[config.mk]
export PLATFORM = sky130hd
export DESIGN_NAME = cascaded_one_pole_shaping_filter_core_flat
export DESIGN_NICKNAME = d
export VERILOG_FILES = /design/src/rtl/cosf_pkg.sv /design/src/rtl/cosf_sample_if.sv /design/src/rtl/cosf_result_if.sv /design/src/rtl/cosf_lowpass.sv /design/src/rtl/cascaded_one_pole_shaping_filter_core.sv /design/src/flat_wrapper.sv
export SDC_FILE = /design/constraint.sdc
export NUM_CORES = 2
export LEC_CHECK = 0
export BUFFER_PORTS_ARGS = -buffer_cell sky130_fd_sc_hd__buf_2
export CORE_UTILIZATION = 65
export CTS_CLUSTER_DIAMETER = 50
export DETAILED_ROUTE_END_ITERATION = 8
export PLACE_DENSITY = 0.79
export SYNTH_ARGS = -nofsm -noshare
export SYNTH_HDL_FRONTEND = slang
export SYNTH_HIERARCHICAL = 1
export SYNTH_SLANG_ARGS = --single-unit
[constraint.sdc]
create_clock -name clk -period 9 [get_ports clk]
set_input_delay 0.45 -clock clk [delete_from_list [all_inputs] [get_ports clk]]
set_output_delay 0.45 -clock clk [all_outputs]
set_load 0.02 [all_outputs]
[src/rtl/cosf_pkg.sv]
// cosf_pkg: shared constants for the cascaded one-pole shaping filter
// register map of the configuration port; no dependencies
package cosf_pkg;

  // configuration register index width and register map
  localparam int CFG_INDEX_BITS = 2;

  localparam logic [CFG_INDEX_BITS-1:0] REG_MAIN_COEFF   = 2'd0;
  localparam logic [CFG_INDEX_BITS-1:0] REG_SMOOTH_COEFF = 2'd1;

endpackage

[src/rtl/cosf_sample_if.sv]
// cosf_sample_if: request channel carrying one signed audio sample
// valid/ready handshake; no dependencies
interface cosf_sample_if #(
  parameter int SAMPLE_BITS = 24
);
  logic                          valid;
  logic                          ready;
  logic signed [SAMPLE_BITS-1:0] sample;

  modport source (output valid, output sample, input ready);
  modport sink   (input valid, input sample, output ready);
endinterface

[src/rtl/cosf_result_if.sv]
// cosf_result_if: request channel carrying the shaped and smoothed sample
// valid/ready handshake; no dependencies
interface cosf_result_if #(
  parameter int SAMPLE_BITS = 24
);
  logic                          valid;
  logic                          ready;
  logic signed [SAMPLE_BITS-1:0] shaped;
  logic signed [SAMPLE_BITS-1:0] smoothed;

  modport source (output valid, output shaped, output smoothed, input ready);
  modport sink   (input valid, input shaped, input smoothed, output ready);
endinterface

[src/rtl/cosf_lowpass.sv]
// cosf_lowpass: one-pole lowpass state with a bit-serial coefficient multiply
// one coefficient bit per cycle, shift-add; no package dependencies
module cosf_lowpass #(
  parameter int STATE_BITS = 40,
  parameter int COEFF_BITS = 16
) (
  input  logic                         clk,
  input  logic                         rst,
  input  logic                         start,
  input  logic signed [STATE_BITS-1:0] target,
  input  logic        [COEFF_BITS-1:0] coeff,
  output logic signed [STATE_BITS-1:0] state,
  output logic                         done
);
  localparam int CNT_BITS = $clog2(COEFF_BITS);

  logic signed [STATE_BITS:0]   diff;
  logic signed [STATE_BITS:0]   prod;
  logic        [COEFF_BITS-1:0] coeff_sr;
  logic        [CNT_BITS-1:0]   cnt;
  logic                         busy;
  logic                         update;
  logic signed [STATE_BITS-1:0] z;
  logic signed [STATE_BITS+1:0] sum;

  // partial product plus difference when the current coefficient bit is set
  assign sum = {prod[STATE_BITS], prod} + (coeff_sr[0] ? {diff[STATE_BITS], diff} : '0);

  always_ff @(posedge clk) begin
    if (rst) begin
      busy   <= 1'b0;
      update <= 1'b0;
      z      <= '0;
    end else begin
      update <= 1'b0;
      if (start) begin
        diff     <= {target[STATE_BITS-1], target} - {z[STATE_BITS-1], z};
        coeff_sr <= coeff;
        prod     <= '0;
        cnt      <= '0;
        busy     <= 1'b1;
      end else if (busy) begin
        // low product bits drop out, leaving floor(coeff * diff / 2^COEFF_BITS)
        prod     <= sum[STATE_BITS+1:1];
        coeff_sr <= coeff_sr >> 1;
        cnt      <= cnt + 1'b1;
        if (cnt == CNT_BITS'(COEFF_BITS - 1)) begin
          busy   <= 1'b0;
          update <= 1'b1;
        end
      end
      if (update) begin
        z <= z + prod[STATE_BITS-1:0];
      end
    end
  end

  assign state = z;
  assign done  = update;
endmodule

[src/rtl/cascaded_one_pole_shaping_filter_core.sv]
// cascaded_one_pole_shaping_filter_core: top level of the shaping filter
// uses cosf_pkg, cosf_sample_if, cosf_result_if and cosf_lowpass
//
// usage
//   sample_in carries one signed sample per request; result_out returns one
//   request per sample with the shaped sample and the smoothed level
//   cfg_write/cfg_index/cfg_data set main_coeff (index 0) and smooth_coeff
//   (index 1); other indexes are ignored, write only while idle
// timing
//   one sample in flight at a time; ready is high only while idle
//   the wait from accept to result_out.valid is set mostly by the bit-serial
//   coefficient multiply in each lowpass, one coefficient bit per cycle
//   the three shaping lowpasses run side by side, the smoother runs after
//   the shaping sum is formed in ST_SUM_A and ST_SUM_B and clamped in ST_SAT
// reset
//   rst clears all four lowpass states, both coefficients and the
//   output valid flag
// stall
//   a finished result sits in the output register until taken; the next
//   sample is accepted meanwhile and only the final load waits
module cascaded_one_pole_shaping_filter_core
  import cosf_pkg::*;
#(
  parameter int SAMPLE_BITS = 24,
  parameter int COEFF_BITS  = 16,
  parameter int GUARD_BITS  = 16
) (
  input  logic                      clk,
  input  logic                      rst,
  cosf_sample_if.sink               sample_in,
  cosf_result_if.source             result_out,
  input  logic                      cfg_write,
  input  logic [CFG_INDEX_BITS-1:0] cfg_index,
  input  logic [COEFF_BITS-1:0]     cfg_data
);
  localparam int STATE_BITS = SAMPLE_BITS + GUARD_BITS;
  localparam int ACC_BITS   = STATE_BITS + 2;

  // saturation bounds of the shaped value at guard precision
  localparam logic signed [ACC_BITS-1:0] SAT_HI =
    {{3{1'b0}}, {(SAMPLE_BITS-1){1'b1}}, {GUARD_BITS{1'b0}}};
  localparam logic signed [ACC_BITS-1:0] SAT_LO =
    {{3{1'b1}}, {(SAMPLE_BITS-1){1'b0}}, {GUARD_BITS{1'b0}}};
  localparam logic [STATE_BITS:0] HALF = (STATE_BITS+1)'(1) << (GUARD_BITS - 1);

  // sequencer codes
  localparam logic [2:0] ST_IDLE      = 3'd0;
  localparam logic [2:0] ST_SHAPE_LP  = 3'd1;
  localparam logic [2:0] ST_SUM_A     = 3'd2;
  localparam logic [2:0] ST_SUM_B     = 3'd3;
  localparam logic [2:0] ST_SAT       = 3'd4;
  localparam logic [2:0] ST_SMOOTH_GO = 3'd5;
  localparam logic [2:0] ST_SMOOTH_LP = 3'd6;
  localparam logic [2:0] ST_DONE      = 3'd7;

  logic [2:0]                   state;
  logic [COEFF_BITS-1:0]        main_coeff;
  logic [COEFF_BITS-1:0]        smooth_coeff;
  logic signed [SAMPLE_BITS-1:0] sample_reg;
  logic signed [ACC_BITS-1:0]   acc;
  logic                         out_valid;
  logic signed [SAMPLE_BITS-1:0] shaped;
  logic signed [SAMPLE_BITS-1:0] smoothed;

  logic                         accept;
  logic                         smooth_start;
  logic signed [STATE_BITS-1:0] sample_scaled;
  logic signed [STATE_BITS-1:0] fast_state;
  logic signed [STATE_BITS-1:0] middle_state;
  logic signed [STATE_BITS-1:0] slow_state;
  logic signed [STATE_BITS-1:0] smooth_state;
  logic                         fast_done;
  logic                         middle_done;
  logic                         slow_done;
  logic                         smooth_done;
  logic signed [ACC_BITS-1:0]   xs_ext;
  logic signed [ACC_BITS-1:0]   half_fast;
  logic signed [ACC_BITS-1:0]   quarter_middle;
  logic signed [ACC_BITS-1:0]   eighth_slow;
  logic                         out_load;

  // round to nearest (ties up) back to sample units, then clamp
  function automatic logic [SAMPLE_BITS-1:0] to_sample(input logic [STATE_BITS-1:0] v);
    logic [STATE_BITS:0]  t;
    logic [SAMPLE_BITS:0] r;
    t = {v[STATE_BITS-1], v} + HALF;
    r = t[STATE_BITS:GUARD_BITS];
    if (r[SAMPLE_BITS] != r[SAMPLE_BITS-1]) begin
      to_sample = r[SAMPLE_BITS] ? {1'b1, {(SAMPLE_BITS-1){1'b0}}}
                                 : {1'b0, {(SAMPLE_BITS-1){1'b1}}};
    end else begin
      to_sample = r[SAMPLE_BITS-1:0];
    end
  endfunction

  assign accept           = sample_in.valid && sample_in.ready;
  assign sample_in.ready  = (state == ST_IDLE);
  assign smooth_start     = (state == ST_SMOOTH_GO);
  assign sample_scaled    = {sample_in.sample, {GUARD_BITS{1'b0}}};
  assign out_load         = (state == ST_DONE) && (!out_valid || result_out.ready);

  assign result_out.valid    = out_valid;
  assign result_out.shaped   = shaped;
  assign result_out.smoothed = smoothed;

  // shaping terms at guard precision, floor shifts of the states
  assign xs_ext         = {{2{sample_reg[SAMPLE_BITS-1]}}, sample_reg, {GUARD_BITS{1'b0}}};
  assign half_fast      = {{3{fast_state[STATE_BITS-1]}}, fast_state[STATE_BITS-1:1]};
  assign quarter_middle = {{4{middle_state[STATE_BITS-1]}}, middle_state[STATE_BITS-1:2]};
  assign eighth_slow    = {{5{slow_state[STATE_BITS-1]}}, slow_state[STATE_BITS-1:3]};

  // fast, middle and slow lowpasses run together on the new sample
  cosf_lowpass #(.STATE_BITS(STATE_BITS), .COEFF_BITS(COEFF_BITS)) u_fast (
    .clk(clk), .rst(rst), .start(accept), .target(sample_scaled),
    .coeff(main_coeff), .state(fast_state), .done(fast_done)
  );

  cosf_lowpass #(.STATE_BITS(STATE_BITS), .COEFF_BITS(COEFF_BITS)) u_middle (
    .clk(clk), .rst(rst), .start(accept), .target(sample_scaled),
    .coeff(main_coeff >> 2), .state(middle_state), .done(middle_done)
  );

  cosf_lowpass #(.STATE_BITS(STATE_BITS), .COEFF_BITS(COEFF_BITS)) u_slow (
    .clk(clk), .rst(rst), .start(accept), .target(sample_scaled),
    .coeff(main_coeff >> 4), .state(slow_state), .done(slow_done)
  );

  // output smoother follows the saturated shaped value
  cosf_lowpass #(.STATE_BITS(STATE_BITS), .COEFF_BITS(COEFF_BITS)) u_smooth (
    .clk(clk), .rst(rst), .start(smooth_start), .target(acc[STATE_BITS-1:0]),
    .coeff(smooth_coeff), .state(smooth_state), .done(smooth_done)
  );

  // configuration registers
  always_ff @(posedge clk) begin
    if (rst) begin
      main_coeff   <= '0;
      smooth_coeff <= '0;
    end else if (cfg_write) begin
      if (cfg_index == REG_MAIN_COEFF) begin
        main_coeff <= cfg_data;
      end else if (cfg_index == REG_SMOOTH_COEFF) begin
        smooth_coeff <= cfg_data;
      end
    end
  end

  // sequencer and shaping accumulator
  always_ff @(posedge clk) begin
    if (rst) begin
      state <= ST_IDLE;
    end else begin
      unique case (state)
        ST_IDLE: begin
          if (accept) begin
            sample_reg <= sample_in.sample;
            state      <= ST_SHAPE_LP;
          end
        end
        ST_SHAPE_LP: begin
          // all three finish on the same cycle
          if (fast_done && middle_done && slow_done) begin
            state <= ST_SUM_A;
          end
        end
        ST_SUM_A: begin
          acc   <= xs_ext - half_fast - quarter_middle;
          state <= ST_SUM_B;
        end
        ST_SUM_B: begin
          acc   <= acc - eighth_slow;
          state <= ST_SAT;
        end
        ST_SAT: begin
          if (acc > SAT_HI) begin
            acc <= SAT_HI;
          end else if (acc < SAT_LO) begin
            acc <= SAT_LO;
          end
          state <= ST_SMOOTH_GO;
        end
        ST_SMOOTH_GO: begin
          state <= ST_SMOOTH_LP;
        end
        ST_SMOOTH_LP: begin
          if (smooth_done) begin
            state <= ST_DONE;
          end
        end
        ST_DONE: begin
          // wait for the output register to free up
          if (out_load) begin
            state <= ST_IDLE;
          end
        end
      endcase
    end
  end

  // output register
  always_ff @(posedge clk) begin
    if (rst) begin
      out_valid <= 1'b0;
    end else begin
      if (out_load) begin
        out_valid <= 1'b1;
        shaped    <= to_sample(acc[STATE_BITS-1:0]);
        smoothed  <= to_sample(smooth_state);
      end else if (result_out.ready) begin
        out_valid <= 1'b0;
      end
    end
  end
endmodule

[src/flat_wrapper.sv]
// flat-port wrapper written by rule: the top's interface ports become plain ports
module cascaded_one_pole_shaping_filter_core_flat import cosf_pkg::*;
#(
  parameter int SAMPLE_BITS = 24,
  parameter int COEFF_BITS  = 16,
  parameter int GUARD_BITS  = 16
)
  (clk, rst, cfg_write, cfg_index, cfg_data, sample_in_valid, sample_in_sample, sample_in_ready, result_out_valid, result_out_shaped, result_out_smoothed, result_out_ready);
  cosf_sample_if #(.SAMPLE_BITS(SAMPLE_BITS)) sample_in_i ();
  cosf_result_if #(.SAMPLE_BITS(SAMPLE_BITS)) result_out_i ();
  input  logic clk;
  input  logic rst;
  input  logic cfg_write;
  input  logic [CFG_INDEX_BITS-1:0] cfg_index;
  input  logic [COEFF_BITS-1:0] cfg_data;
  input wire logic [$bits(sample_in_i.valid)-1:0] sample_in_valid;
  input wire logic [$bits(sample_in_i.sample)-1:0] sample_in_sample;
  output wire logic [$bits(sample_in_i.ready)-1:0] sample_in_ready;
  output wire logic [$bits(result_out_i.valid)-1:0] result_out_valid;
  output wire logic [$bits(result_out_i.shaped)-1:0] result_out_shaped;
  output wire logic [$bits(result_out_i.smoothed)-1:0] result_out_smoothed;
  input wire logic [$bits(result_out_i.ready)-1:0] result_out_ready;
  assign sample_in_i.valid = sample_in_valid;
  assign sample_in_i.sample = sample_in_sample;
  assign sample_in_ready = sample_in_i.ready;
  assign result_out_valid = result_out_i.valid;
  assign result_out_shaped = result_out_i.shaped;
  assign result_out_smoothed = result_out_i.smoothed;
  assign result_out_i.ready = result_out_ready;
  cascaded_one_pole_shaping_filter_core #(.SAMPLE_BITS(SAMPLE_BITS), .COEFF_BITS(COEFF_BITS), .GUARD_BITS(GUARD_BITS)) u_core (.clk(clk), .rst(rst), .sample_in(sample_in_i), .result_out(result_out_i), .cfg_write(cfg_write), .cfg_index(cfg_index), .cfg_data(cfg_data));
endmodule
Word-level counts from Yosys, hierarchy flattened
Cells that the tools add are included.

Word-level logic and storage cells: 166. Bits in registers: 724. Latch bits: 0. Output and inout port bits: 50. Memory bits (read-only): 0. Input port bits: 47. Memory bits (writable): 0. Memories: 0.

Mux-type cells: 50. Divide/modulo/power cells: 0. $add $sub $neg: 21. Bitwise logic cells: 6. Multiply operators: 0. Equal/unequal tests: 19. Reductions and logical operators: 30. Magnitude comparators: 2. Shifts and indexed selects: 0.

Operator list (count): $mux W42 (6); $add A42 B42 Y42 (4); $mux W41 (4); $sub A40 B40 Y41 (4); $add A40 B40 Y40 (4); $pmux W42 S3 (1); $mux W24 (4); $add A40 B17 Y41 const B (2); $mux W16 (4); $gt A42 B40 Y1 const B (1); $lt A42 B40 Y1 const B (1); $sub A41 B38 Y42 (1); $sub A42 B37 Y42 (1); $sub A40 B39 Y41 (1); $mux W15 (2); $pmux W3 S8 (1); $mux W1 (18); $add A4 B1 Y4 const B (4); $eq A4 B4 Y1 const B (4); $mux W4 (4); $reduce_and A2 Y1 (8); $mux W14 (1); $eq A3 B3 Y1 const B (4); $mux W12 (1); other kinds (19) (43).

Longest topological paths before layout
Word-level depth: 5. Mapped depth: 14. Mapped depth without buffers: 13.

By module
Netlist, hierarchy kept.

Modules (own cells, without submodules): cosf_lowpass (u_core.u_fast ...) (cells each 1382, seq. area each 3903.7 µm², times used 2, area each 12062.8 µm²); cascaded_one_pole_shaping_filter_core (cells each 1369, seq. area each 4144.0 µm², times used 1, area each 11961.5 µm²); cosf_lowpass (u_core.u_slow) (cells each 1359, seq. area each 3903.7 µm², times used 1, area each 11940.2 µm²); cosf_lowpass (u_core.u_smooth) (cells each 1268, seq. area each 3903.7 µm², times used 1, area each 11624.9 µm²).

Least setup slack after synthesis
No wires, ideal clock.

Path type: register to register. From: reg u_core.acc[21]. To: reg u_core.acc[0] (enable). Arrival time: 4.594 ns. Buffers on the path: 0. Period minus slack after synthesis: 5.088 ns. Library setup time: 0.494 ns. Cell stages (with the launch flop): 9. Data required time: 8.506 ns. Path slack: 3.912 ns. Cells stage by stage: edfxtp_1 -> nand3_1 -> or3_1 -> or3_1 -> o21ai_0 -> nand2b_1 -> nand2_1 -> a21oi_1 -> nor3_1.

Cells in the longest elaborated chain, start to end: 3. Elaborated cells between the ends (all ways): 4. Those cells by class: order compare (2); eq/ne (1); reduce/logical (1).

Ends and longest elaborated chain: start: declaration (RTL line cascaded_one_pole_shaping_filter_core.sv:60) `logic signed [ACC_BITS-1:0] acc;`; start signal: assignment (RTL line cascaded_one_pole_shaping_filter_core.sv:167) `acc <= xs_ext - half_fast - quarter_middle;`; start signal: assignment (RTL line cascaded_one_pole_shaping_filter_core.sv:171) `acc <= acc - eighth_slow;`; $lt A42 B40 Y1 / $gt A42 B40 Y1 (equally long branches) (RTL line cascaded_one_pole_shaping_filter_core.sv:177, cascaded_one_pole_shaping_filter_core.sv:175); $ne A3 B1 Y1 (no source line) (*); $reduce_and A3 Y1 (no source line) (*).

Mark *: on every way between the ends. The rest lies on a longest branch, timed or not. A chain may end at the register's enable or synchronous reset.

Worst setup path in the final report
From: reg u_core.u_middle.coeff_sr[0]. To: reg u_core.u_middle.prod[39] (data pin).

Cells in the longest elaborated chain, start to end: 3.

Ends and longest elaborated chain: start: declaration (RTL line cosf_lowpass.sv:19) `logic [COEFF_BITS-1:0] coeff_sr;`; start signal: assignment (RTL line cosf_lowpass.sv:38) `coeff_sr <= coeff;`; start signal: assignment (RTL line cosf_lowpass.sv:45) `coeff_sr <= coeff_sr >> 1;`; $mux W42 (RTL line cosf_lowpass.sv:27) `assign sum = {prod[STATE_BITS], prod} + (coeff_sr[0] ? {diff[STATE_BITS], diff} : '0);`; $add A42 B42 Y42 (RTL line cosf_lowpass.sv:27); $mux W41 (RTL line cosf_lowpass.sv:42) `end else if (busy) begin`; end signal: assignment (RTL line cosf_lowpass.sv:44) `prod <= sum[STATE_BITS+1:1];`; end: declaration (RTL line cosf_lowpass.sv:18) `logic signed [STATE_BITS:0] prod;`.

No other way between the ends. The select of a mux whose other input is x is not followed.

==> metrics.md <==
| Metric | Value |
|---|---|
| Outcome | finished, final reports clean |
| Post-synthesis cell count | 6760 |
| DRC | 0 |
| Num ports | 97 |
| Hold buffers post-CTS | 12 |
| Placement Setup Slack | 4636 ps |
| PwrDens | 151.3 mW/mm² |
| H-tree depth | 3 |
| Tot GR Track Use | 0.3705 |
| Syn Std Cell Area | 0.05965 mm² |
| Ranking of synthesized cells by area | edfxtp_1 (26%), ha_1 (12%), dfxtp_1 (6.8%), a21oi_1 (5.4%), xnor2_1 (4.1%) |
| Reg power frac | 0.394 |
| Commonest cells in the synthesized netlist | a21oi_1 (644), nor2_1 (615), ha_1 (579), edfxtp_1 (522), nand2_1 (492) |
| CP Max Fanout | 41 |
| Clock Sinks | 726 |
| Comb power frac | 0.169 |
| Utilization after layout | 0.7173 |
| Max Buffers Root-to-Sink | 3 |
| Sequential area share after synthesis | 0.3312 |
| Hold crit path type | input pin to register |
| First-pass GRT wire length | 271600 µm |
| Layout cell share with drive strength beyond 1 | 0.07280 |
| Core area | 0.09042 mm² |
| Vias in the first global route | 48.66k |
| Internal | 0.006955 W |
| Post-DP HPWL | 133900 µm |
| Worst-path clk slew | 60 ps |
| Max-cap viol count | 0 |
| Largest register FFs | 42 |
| Final setup TNS | 0 ps |
| Max-slew violations | 0 |
| Final worst slack | 4568 ps |
| Crit Path Category | register to register |
| Layout area overhead | 8.732% |
| Sw Share | 0.2913 |
| CTS tree | done |
| Synth warn | 6 |
| CP arrival | 4870 ps |
| Fmax | 0.2256 GHz |
| Post-route antenna net violation count | 0 |
| Post-synth top area share | 0.2628 |
| Iteration-0 DRC Markers | 5768 |
| RSZ-0062 raised after global routing | false |
| Via-per-instance ratio | 6.491 |
| Final GP Congestion | 0.9970 |
| Largest reg by FF count | u_core/acc |
| IO buf count | 96 |
| Final min period | 4432 ps |
| Inserted Clock Buffers | 104 |
| Cell variety after synth | 113 |
| Max Clock Skew | 26.19 ps |
| Fillers | 6985 |
| DRT Wirelength | 177500 µm |
| Seq cells post-synth | 726 |
| Part of the power in the clock network | 0.436 |
| CP required | 9440 ps |
| Fin nets | 7442 |
| Die Area | 0.09299 mm² |
| Initial antenna violation count | 13 |
| Synthesized area per cell | 8.824 µm² |
| Switching pwr | 0.002859 W |
| Largest area contributor in the netlist | edfxtp_1 |
| Die Width | 304.9 µm |
| Post-route clock period utilization | 0.4925 |
| Critical path capture point type | register |
| Wire length per cell | 22.05 µm |
| Initial Util | 0.6597 |
| Post-synth EDFFs | 522 |
| Largest net degree at the start of global routing | 125 |
| Maximum vdd drop | 0.1592 mV |
| Most frequent cell after synthesis | a21oi_1 |
| Least-Margin Pin Slew | 1263 ps |
| Clk Latency, worst-skew pair | 700 ps |
| Final hold violations | 0 |
| GR Overflow Total | 0 |
| Leakage | 25.92 nW |
| Row count | 110 |
| Post-CTS setup buffers | 0 |
| Vias | 52.24k |
| Post-CTS Resized | 0 |
| Ys flop type | edfxtp_1 |
| Post-route cell area | 0.06486 mm² |
| Slew margin rel. | 0.1564 |
| Drt pass-1 iters | 8 |
| Crit path launch type | register |
| Root Buffer | clkbuf_16 |
| Area after DPL | 0.06108 mm² |
| Async SR Flop Fraction | 0 |
| Setup Viol. Count Final | 0 |
| Height of the die | 304.9 µm |
## final cells by class
cell class,count,area (µm²),share of cell area
multi-input combinational,5398,37580,0.5794
sequential,726,19760,0.3047
clock buffer,127,2854,0.04400
inverter,413,1550,0.02390
tap,1176,1471,0.02269
timing repair buffer,135,838.3,0.01292
clock inverter,69,794.5,0.01225
antenna,4,10.01,0.0001543
## metal layers
layer,vias up,global-route usage,share of wire
li1,24700,-,-
met1,24830,0.4918,0.42
met2,2288,0.5942,0.45
met3,402,0.07392,0.086
met4,12,0.1439,0.041
met5,-,0,0.00045
## cells in the final DEF (no fill, tap or decap), types with 17 or more instances in the layout
cell type  count
a21oi_1      644
nor2_1       605
ha_1         579
edfxtp_1     522
nand2_1      492
inv_1        413
a21o_1       317
o21ai_0      280
xnor2_1      280
and2_1       208
xor2_1       207
dfxtp_1      200
nand3_1      151
nor3_1       121
mux2i_1      111
clkbuf_16    108
nand4_1       97
buf_2         95
a31oi_1       93
nor2b_1       81
and3_1        79
o21bai_1      75
nand2b_1      69
a211oi_1      68
mux2_2        66
o21a_1        65
conb_1        57
o211ai_1      46
o22ai_1       39
fa_1          38
o31ai_1       37
o21ai_1       32
or3_1         30
buf_4         25
nor4_1        23
or2_2         22
a211o_1       21
a41oi_1       20
inv_6         19
a21boi_0      17
## logic make-up after synthesis
group	synth area share
and+or+nand+nor	0.1703
adders and majority gates	0.1342
DFF	0.3312
buffers and inverters	0.04375
xor gates and xnor gates	0.07150
muxes	0.03222
AOI/OAI and AO/OA	0.2167
other	0.00006286
## final timing paths
check                               from                        to  slack [ps]  cells past startpoint
min reg2reg       u_core/smooth_coeff[9]    u_core/smooth_coeff[9]         460                      2
min                         cfg_data[13]   u_core/smooth_coeff[13]          40                      3
max          u_core/u_middle/coeff_sr[0]  u_core/u_middle/prod[39]        4570                     11
max reg2reg  u_core/u_middle/coeff_sr[0]  u_core/u_middle/prod[39]        4570                     11
## through the flow
step | power, W | hold slack [ps] | std cells
after floorplan | 0.005131 | 431.7 | 6816
after global placement | 0.005500 | 439.7 | 7836
after CTS | 0.009805 | 2.377 | 8044
after detailed placement | 0.005529 | 445.9 | 7836
after global routing | 0.01014 | 23.03 | 8047
final | 0.009813 | 42.48 | 8048
## critical path, cell delays in order (launching register included)
cell	delay [ps]
edfxtp_1	1080
and2_1	260
ha_1	270
nor2b_4	160
o311ai_2	360
nand3b_2	170
a221oi_4	400
nor3_1	110
o32a_1	480
a211o_1	330
a31oi_1	210
mux2_1	340
## power by group through the flow
stage	clock [W]	sequential, W	combinational, W
2_1_floorplan	0	0.00388	0.00125
3_3_place_gp	0	0.00393	0.00157
3_5_place_dp	0	0.00393	0.00159
4_1_cts	0.00433	0.00386	0.00161
5_1_grt	0.00445	0.00388	0.00181
6_report	0.00428	0.00387	0.00166
No activity file was read; power rests on OpenSTA's default activity.
